$ cat src/rtl/core/mcbm_pkg.sv
// Package for the minimum-count bin merger.
// Holds the beat types of both channels, the group record and the default sizes.
// Used by every module in rtl/core; depends on nothing.
package mcbm_pkg;

	localparam int unsigned CNT_W       = 32;
	localparam int unsigned BOUND_W     = 64;
	localparam int unsigned MIN_W       = 16;
	localparam logic [MIN_W-1:0] MIN_COUNT_RESET = 16'd5;
	localparam logic [CNT_W-1:0] CNT_MAX = {CNT_W{1'b1}};
	localparam int unsigned FIFO_DEPTH  = 4;

	typedef struct packed {
		logic [CNT_W-1:0]   bin_count;
		logic [BOUND_W-1:0] bin_low_bits;
		logic [BOUND_W-1:0] bin_up_bits;
		logic               last_bin;
	} bin_beat_t;

	typedef struct packed {
		logic [CNT_W-1:0]   merged_count;
		logic [BOUND_W-1:0] merged_low_bits;
		logic [BOUND_W-1:0] merged_up_bits;
		logic               final_bin;
	} merged_beat_t;

	typedef struct packed {
		logic [CNT_W-1:0]   count;
		logic [BOUND_W-1:0] low;
		logic [BOUND_W-1:0] up;
	} group_t;

	// Up to two results leave the merge logic per bin; they are packed so
	// that the first valid one always sits in slot 0.
	typedef struct packed {
		logic         v0;
		logic         v1;
		merged_beat_t r0;
		merged_beat_t r1;
	} push_t;

	function automatic logic [CNT_W-1:0] sat_add(input logic [CNT_W-1:0] a,
			input logic [CNT_W-1:0] b);
		logic [CNT_W:0] s;
		s = {1'b0, a} + {1'b0, b};
		return s[CNT_W] ? CNT_MAX : s[CNT_W-1:0];
	endfunction

endpackage

$ cat src/rtl/core/min_count_bin_merger.sv
// Top level of the minimum-count bin merger: configuration register, merge
// logic and output queue. Depends on mcbm_pkg, mcbm_merge and mcbm_out_fifo.
//
// The block takes histogram bins in order, one beat per bin, and gathers
// adjacent bins until their saturating count sum reaches min_count. A merged
// bin keeps the lower bound of its first bin and the upper bound of its last.
// One finished bin is held back so that a short trailing group can be folded
// into it when the beat with last_bin arrives; that beat always produces the
// closing result, marked final_bin, and can produce two results when it also
// completes a group. A histogram that never reaches the minimum comes out as
// one bin. Bins are accepted one per cycle: each bin is resolved in a single
// pass of an add, a compare and a second add between the group registers and
// the output queue. The input stalls only when the output queue (DEPTH beats)
// holds more than DEPTH-2 beats, so with the output side draining every cycle
// the sustained rate is one bin per cycle, and results leave at one beat per
// cycle. min_count resets to 5 and must be written only while the block is
// idle; a write takes effect for the next bin.
module min_count_bin_merger #(
	parameter int unsigned DEPTH = mcbm_pkg::FIFO_DEPTH
) (
	input  logic                        clk,
	input  logic                        arst_n,
	input  logic                        bin_valid,
	output logic                        bin_stall,
	input  mcbm_pkg::bin_beat_t         bin_data,
	output logic                        merged_valid,
	input  logic                        merged_stall,
	output mcbm_pkg::merged_beat_t      merged_data,
	input  logic                        cfg_we,
	input  logic [mcbm_pkg::MIN_W-1:0]  cfg_wdata
);
	import mcbm_pkg::*;

	logic [MIN_W-1:0] min_count_q;
	logic             fire;
	logic             almost_full;
	push_t            push;

	// Stall is taken from the queue fill alone, never from the payload, so
	// the queue always has room for the two results a bin can cause.
	assign bin_stall = almost_full;
	assign fire      = bin_valid && !bin_stall;

	always_ff @(posedge clk or negedge arst_n) begin
		if (!arst_n) begin
			min_count_q <= MIN_COUNT_RESET;
		end else if (cfg_we) begin
			min_count_q <= cfg_wdata;
		end
	end

	mcbm_merge u_merge (
		.clk       (clk),
		.arst_n    (arst_n),
		.fire      (fire),
		.beat      (bin_data),
		.min_count (min_count_q),
		.push      (push)
	);

	mcbm_out_fifo #(
		.DEPTH (DEPTH)
	) u_out_fifo (
		.clk         (clk),
		.arst_n      (arst_n),
		.push        (push),
		.almost_full (almost_full),
		.out_valid   (merged_valid),
		.out_stall   (merged_stall),
		.out_beat    (merged_data)
	);

endmodule

$ cat src/rtl/core/mcbm_merge.sv
// Merge logic of the minimum-count bin merger: the open group, the held group
// and the single-pass update that turns one bin into zero, one or two results.
// Depends on mcbm_pkg.
module mcbm_merge (
	input  logic                      clk,
	input  logic                      arst_n,
	input  logic                      fire,
	input  mcbm_pkg::bin_beat_t       beat,
	input  logic [mcbm_pkg::MIN_W-1:0] min_count,
	output mcbm_pkg::push_t           push
);
	import mcbm_pkg::*;

	group_t acc_q;
	logic   acc_open_q;
	group_t held_q;
	logic   held_valid_q;

	group_t       grp;
	logic         complete;
	logic         emit_held;
	merged_beat_t held_res;
	merged_beat_t fin_res;

	always_comb begin
		// Extend the open group by this bin, or start a new one with it.
		if (acc_open_q) begin
			grp.count = sat_add(acc_q.count, beat.bin_count);
			grp.low   = acc_q.low;
		end else begin
			grp.count = beat.bin_count;
			grp.low   = beat.bin_low_bits;
		end
		grp.up = beat.bin_up_bits;

		complete  = grp.count >= {{(CNT_W-MIN_W){1'b0}}, min_count};
		emit_held = complete && held_valid_q;

		held_res = '{merged_count: held_q.count, merged_low_bits: held_q.low,
			merged_up_bits: held_q.up, final_bin: 1'b0};

		// Closing result of a histogram: a short trailing group folds into
		// the held one; otherwise the newest group stands alone.
		if (!complete && held_valid_q) begin
			fin_res = '{merged_count: sat_add(held_q.count, grp.count),
				merged_low_bits: held_q.low, merged_up_bits: grp.up, final_bin: 1'b1};
		end else begin
			fin_res = '{merged_count: grp.count, merged_low_bits: grp.low,
				merged_up_bits: grp.up, final_bin: 1'b1};
		end

		push.v0 = fire && (emit_held || beat.last_bin);
		push.v1 = fire && emit_held && beat.last_bin;
		push.r0 = emit_held ? held_res : fin_res;
		push.r1 = fin_res;
	end

	always_ff @(posedge clk or negedge arst_n) begin
		if (!arst_n) begin
			acc_open_q   <= 1'b0;
			held_valid_q <= 1'b0;
		end else if (fire) begin
			if (beat.last_bin) begin
				acc_open_q   <= 1'b0;
				held_valid_q <= 1'b0;
			end else if (complete) begin
				acc_open_q   <= 1'b0;
				held_valid_q <= 1'b1;
			end else begin
				acc_open_q <= 1'b1;
			end
		end
	end

	always_ff @(posedge clk) begin
		if (fire && !beat.last_bin) begin
			if (complete) begin
				held_q <= grp;
			end else begin
				acc_q <= grp;
			end
		end
	end

	a_last_clears: assert property (@(posedge clk) disable iff (!arst_n)
		fire && beat.last_bin |=> !acc_open_q && !held_valid_q)
		else $error("group state not cleared after the last bin");

	a_pair_packed: assert property (@(posedge clk) disable iff (!arst_n)
		push.v1 |-> push.v0)
		else $error("second result pushed without the first");

	a_pair_only_on_last: assert property (@(posedge clk) disable iff (!arst_n)
		push.v1 |-> held_valid_q && beat.last_bin && push.r1.final_bin)
		else $error("two results from a bin that does not end the histogram");

endmodule

$ cat src/rtl/core/mcbm_out_fifo.sv
// Output queue of the minimum-count bin merger: takes up to two result beats
// per cycle, hands out one, and flags when room for two more is not assured.
// Depends on mcbm_pkg.
module mcbm_out_fifo #(
	parameter int unsigned DEPTH = mcbm_pkg::FIFO_DEPTH
) (
	input  logic                   clk,
	input  logic                   arst_n,
	input  mcbm_pkg::push_t        push,
	output logic                   almost_full,
	output logic                   out_valid,
	input  logic                   out_stall,
	output mcbm_pkg::merged_beat_t out_beat
);
	import mcbm_pkg::*;

	localparam int unsigned PW = (DEPTH > 1) ? $clog2(DEPTH) : 1;
	localparam int unsigned CW = $clog2(DEPTH + 1);

	merged_beat_t    mem_q [DEPTH];
	logic [PW-1:0]   wr_ptr_q;
	logic [PW-1:0]   rd_ptr_q;
	logic [CW-1:0]   count_q;
	logic            pop;
	logic [PW-1:0]   wr_ptr_p1;

	function automatic logic [PW-1:0] ptr_inc(input logic [PW-1:0] p);
		return (p == PW'(DEPTH - 1)) ? '0 : p + PW'(1);
	endfunction

	assign out_valid   = count_q != '0;
	assign out_beat    = mem_q[rd_ptr_q];
	assign pop         = out_valid && !out_stall;
	assign almost_full = count_q > CW'(DEPTH - 2);
	assign wr_ptr_p1   = ptr_inc(wr_ptr_q);

	always_ff @(posedge clk or negedge arst_n) begin
		if (!arst_n) begin
			wr_ptr_q <= '0;
			rd_ptr_q <= '0;
			count_q  <= '0;
		end else begin
			if (push.v1) begin
				wr_ptr_q <= ptr_inc(wr_ptr_p1);
			end else if (push.v0) begin
				wr_ptr_q <= wr_ptr_p1;
			end
			if (pop) begin
				rd_ptr_q <= ptr_inc(rd_ptr_q);
			end
			count_q <= count_q + CW'(push.v0) + CW'(push.v1) - CW'(pop);
		end
	end

	always_ff @(posedge clk) begin
		if (push.v0) begin
			mem_q[wr_ptr_q] <= push.r0;
		end
		if (push.v1) begin
			mem_q[wr_ptr_p1] <= push.r1;
		end
	end

	a_no_overflow: assert property (@(posedge clk) disable iff (!arst_n)
		push.v0 |-> count_q <= CW'(DEPTH - 1) && (!push.v1 || count_q <= CW'(DEPTH - 2)))
		else $error("result queue overflow");

endmodule
$ cat config.mk
export PLATFORM = sky130hd
export DESIGN_NAME = min_count_bin_merger
export DESIGN_NICKNAME = d
export VERILOG_FILES = /design/src/rtl/core/mcbm_pkg.sv /design/src/rtl/core/min_count_bin_merger.sv /design/src/rtl/core/mcbm_merge.sv /design/src/rtl/core/mcbm_out_fifo.sv
export SDC_FILE = /design/constraint.sdc
export NUM_CORES = 1
export LEC_CHECK = 0
export BUFFER_PORTS_ARGS = -buffer_cell sky130_fd_sc_hd__clkbuf_2
export CAP_MARGIN = 20
export CORE_MARGIN = 2
export CORE_UTILIZATION = 40
export DETAILED_ROUTE_END_ITERATION = 10
export MAX_ROUTING_LAYER = met4
export PLACE_DENSITY = 0.56
export SLEW_MARGIN = 20
export SYNTH_ARGS = -nofsm -noshare
export SYNTH_HDL_FRONTEND = slang
export SYNTH_SLANG_ARGS = --single-unit
$ cat constraint.sdc
create_clock -name clk -period 15.4 [get_ports clk]
set_input_delay 3.08 -clock clk [delete_from_list [all_inputs] [get_ports clk]]
set_output_delay 3.08 -clock clk [all_outputs]
set_load 0.01 [all_outputs]
Word-level counts from Yosys, hierarchy flattened

Memory sizes are Yosys's and may differ from the RTL's.
Cells that the tools add are included.

Add/sub/neg operators: 8
Order comparisons: 2
Equal/unequal tests: 3
Multiplexer cells: 18
Bitwise gates (word level): 1
Reduce and logical (&&, ||, !) cells: 19

Operator list:

| kind                                                | number |
|---|---|
| 2-to-1 mux 161 bit                                  | 2 |
| 2-to-1 mux 96 bit                                   | 1 |
| adder 32 x 32 -> 33 bit                             | 2 |
| 2-to-1 mux 32 bit                                   | 2 |
| >= comparator 32 x 16 -> 1 bit                      | 1 |
| 2-to-1 mux 2 bit                                    | 5 |
| logical AND 1 bit                                   | 8 |
| 2-to-1 mux 1 bit                                    | 8 |
| adder 2 x 1 -> 2 bit (second input constant)        | 3 |
| adder 3 x 1 -> 3 bit                                | 2 |
| equality test 2 bit (second input constant)         | 3 |
| AND reduction 2 bit                                 | 3 |
| zero test 1 bit                                     | 4 |
| nonzero test 2 bit                                  | 2 |
| > comparator 3 x 2 -> 1 bit (second input constant) | 1 |
| nonzero test 3 bit                                  | 1 |
| subtractor 3 x 1 -> 3 bit                           | 1 |
| logical OR 1 bit                                    | 1 |
| NOT 1 bit                                           | 1 |

Bits in registers: 281
RAM bits: 644
Input port bits: 182
Output and inout port bits: 163
Logic and storage cells: 63
Memories: 1

Memories:

| memory           | depth | width | read ports | clocked after memory_dff | wr ports | RTL line            | text |
|---|---|---|---|---|---|---|---|
| u_out_fifo.mem_q | 4     | 161   | 1          | 0                        | 2        | mcbm_out_fifo.sv:20 | `merged_beat_t mem_q [DEPTH];` |

Depth between registers and ports, before layout

Depth after elaboration: 10
Depth in mapped cells: 27
Mapped depth without buffers: 25

Cells and area by module

A second synthesis with hierarchy kept.

Cells, all modules: 3269
Area, all modules: 49432.4 µm²

Modules (own cells, without submodules):

| module               | instances | cells each | area an instance (µm²) | sequential area each (µm²) |
|---|---|---|---|---|
| mcbm_out_fifo        | 1         | 1608       | 31492.7                | 19513.7 |
| mcbm_merge           | 1         | 1626       | 17281.6                | 7737.4 |
| min_count_bin_merger | 1         | 35         | 658.1                  | 402.9 |

Worst setup path before layout

Ideal clock, no wire load.

Path kind: input to register
Start: input bin_data[144] in the netlist's numbering
End: memory u_out_fifo.mem_q[1][100] in the netlist's numbering (enable)
Setup time: 0.902 ns
Arrival: 17.894 ns
Data required time: 14.498 ns
Setup slack: -3.396 ns
Stages: 22
Buffers on the path: 3
Cell sequence: ha_1 > clkbuf_1 > and4_1 > nand2_1 > a2bb2oi_1 > a2111o_1 > a21oi_1 > nor2_1 > clkbuf_1 > a21oi_1 > ha_1 > o21a_1 > o211ai_1 > nor2_1 > o21ai_0 > and3_1 > o2111ai_1 > nor4_4 > nand3_2 > clkbuf_1 > nand2_1 > o21ai_0

RTL lines:

| item               | RTL line                   | text |
|---|---|---|
| start: declaration | min_count_bin_merger.sv:25 | `input mcbm_pkg::bin_beat_t bin_data,` |
| end: declaration   | mcbm_out_fifo.sv:20        |  |

==> summary.md <==
| Metric | Value |
|---|---|
| Outcome | `finished, final reports clean` |
| Drt drc | `0` |
| Synthesized area | `0.0444 mm2` |
| Final hold violations | `0` |
| Core Area | `0.110 mm2` |
| Via count | `29.4k` |
| FF-to-FF End | `u_out_fifo.mem_q[0][100]$_DFFE_PP_` |
| CP required | `15910 ps` |
| Max VDD drop | `0.0000987 V` |
| Worst-path fanout max | `64` |
| Largest area contributor in the netlist | `edfxtp_1` |
| Die Ht | `337 um` |
| DR WL met2 | `64.5 mm` |
| Cts repair resizes | `0` |
| Number of synthesized register bits | `925` |
| Die area | `0.114 mm2` |
| Detailed Routing Iterations Pass 1 | `6` |
| Synth Instances | `2947` |
| Post-CTS setup buffers | `0` |
| Cts bufs inserted | `103` |
| Hold WS | `449 ps` |
| Share of cells above drive strength 1 | `0.227` |
| Routability-driven placement congestion ratio | `0.890` |
| Fin Setup TNS | `0 ps` |
| Register-to-Register Path Depth | `23` |
| CP peak stage delay | `860 ps` |
| Hpwl dp | `76.7 mm` |
| Total power | `8.12 mW` |
| Vias in the first global route | `30.4k` |
| Commonest non-fill, non-tap cells in the layout | `edfxtp_1, a22o_1, clkbuf_2` |
| Critical path class | `in2reg` |
| Final setup violation count | `0` |
| Setup WS pre-CTS | `4640 ps` |
| Initial Util | `0.403` |
| Met1 WL | `56.4 mm` |
| Clock latency on the worst-skew pair | `690 ps` |
| Worst reg2reg setup slack | `7470 ps` |
| Wirelength per Cell | `27.9 um` |
| Top sig layer | `met4` |
| Vias per cell | `6.12` |
| Fin worst setup slack | `5340 ps` |
| Site row count | `122` |
| Ys async rst share | `0.0270` |
| Pwr Density | `160 mW/mm2` |
| Crit path from | `bin_data[129]` |
| Total wire length | `134 mm` |
| CTS H-tree lvls | `3` |
| Final period util | `0.653` |
| Max_slew headroom | `0.226` |
| Final instance area | `0.0509 mm2` |
| Synth warn | `0` |
| EDFF count, synth | `896` |
| Non-Filler Instances | `4812` |
| Layout area overhead | `14.5%` |
| R2R Path Start | `u_merge.acc_q[130]$_DFFE_PP_` |
| Ranking of synthesized cells by area | `edfxtp_1, mux4_2, a22o_1` |
| Final Skew | `33.2 ps` |
| Sequential element share of the synthesized area | `0.621` |
| Total track usage | `0.238` |
| Worst hold path class | `reg2reg` |
| CTS tree | `built` |
| Clock-pin transition on the worst setup and hold timing paths | `60 ps` |
| Initial drt markers | `2679` |
| Post-route ant nets | `0` |
| Tmin final | `10060 ps` |
| Critical path capture point type | `flip-flop` |
| Synth Area per Inst | `15.1 um2` |
| Worst Setup Start Kind | `primary input` |
| GRT overflow | `0` |
| Number of fill cells | `9610` |
| Initial antenna violation count | `10` |
| Met3 WL | `9.18 mm` |
| Synth top area share | `0.606` |
| Max-cap violations | `0` |
| Synth cell types | `85` |
| Crit path to | `u_out_fifo.mem_q[0][100]$_DFFE_PP_` |
| Static leakage | `17.6 nW` |
| # hold bufs at CTS | `0` |
| CTS Sinks | `925` |
| CP arrival | `10570 ps` |
| Largest net degree at the start of global routing | `118` |
| Synth Flop Type | `edfxtp_1` |
| Most common cell after layout, fill and taps aside | `edfxtp_1` |
| Port bufs | `344` |
| Fin util | `0.461` |
| Max-slew violations | `0` |
| Max Clk Rate | `99.4 MHz` |
| Unrepaired setup endpoints after global routing | `no` |
| Inst Count DP | `4611` |
| Syn Nets | `3221` |
| Die width | `337 um` |
| DP Area | `0.0477 mm2` |
| Slowest-stage cell, CP | `buf_4` |
| CTS root buf | `clkbuf_16` |
| # nets final | `3502` |
| First-pass GRT wire length | `196 mm` |
| Measured slew at the worst slew-check pin | `1160 ps` |
| # IOs | `345` |
| Maximum root-to-sink buffer count | `3` |
-- routing by layer --
metal	GRT usage	up-vias
li1	-	12757
met1	0.312	15187
met3	0.0361	248
met5	-	-
met4	0.0739	0
met2	0.383	1237
-- worst max-delay path, delay by kind of cell --
kind | cells | cell delay, ps
AOI/OAI and AO/OA | 11 | 2940
and+or+nand+nor | 8 | 2400
buffers and inverters | 3 | 1270
adders and majority gates | 3 | 790
-- registers in the layout, indices dropped and copies added (netlist names), 2 cells and up --
name and cells:
u_out_fifo.mem_q 644, u_out_fifo.count_q 3, u_out_fifo.wr_ptr_q 2, u_merge.held_q 160, u_out_fifo.rd_ptr_q 2, u_merge.acc_q 96, min_count_q 16
-- synth_stat cells, types with 30 or more instances --
cell and number:
buf_1 36, o21ai_1 39, a22o_1 371, clkbuf_1 111, mux2i_1 68, o2bb2ai_1 258, edfxtp_1 896, buf_2 61
mux4_2 161, a21o_1 30, inv_1 102, a21oi_1 91, nand2_1 100, xnor2_1 33, o21ai_0 74, ha_1 88
nor2_1 95
-- logic make-up after synthesis --
family | Yosys count | share of synthesized area
AO/OA/AOI/OAI | 1017 | 0.181
flip-flops | 925 | 0.621
buffers and inverters | 323 | 0.0306
AND/OR/NAND/NOR | 312 | 0.0333
multiplexers | 234 | 0.0982
adder cells (fa/ha/maj) | 92 | 0.0266
XOR/XNOR | 44 | 0.00867
-- worst min-delay path by stage --
stage                                                     end                                start  slack, ps  cells after the start
final                     u_out_fifo.mem_q[3][0]$_SDFFE_PP1P_  u_out_fifo.mem_q[3][0]$_SDFFE_PP1P_        450                      2
after detailed placement  u_out_fifo.mem_q[3][0]$_SDFFE_PP1P_  u_out_fifo.mem_q[3][0]$_SDFFE_PP1P_        440                      2
after floorplan           u_out_fifo.mem_q[3][0]$_SDFFE_PP1P_  u_out_fifo.mem_q[3][0]$_SDFFE_PP1P_        420                      2
after global placement    u_out_fifo.mem_q[3][0]$_SDFFE_PP1P_  u_out_fifo.mem_q[3][0]$_SDFFE_PP1P_        440                      2
after CTS                 u_out_fifo.mem_q[3][0]$_SDFFE_PP1P_  u_out_fifo.mem_q[3][0]$_SDFFE_PP1P_        450                      2
after global routing      u_out_fifo.mem_q[3][0]$_SDFFE_PP1P_  u_out_fifo.mem_q[3][0]$_SDFFE_PP1P_        500                      2
-- power by group --
part,switching (mW),total [mW],internal [mW]
registers,0.187,3.37,3.19
logic,1.46,2.39,0.935
clock network,1.03,2.35,1.33
-- cell type report --
class	count	area, um2	share of cell area
sequential	925	27600	0.543
inverter	102	383	0.00752
clock inverter	61	488	0.00959
antenna	10	25.0	0.000492
timing repair buffer	397	2140	0.0421
clock buffer	130	2700	0.0531
multi-input combinational	1699	15700	0.308
tap	1488	1860	0.0366
No activity file was read; power rests on OpenSTA's default activity.
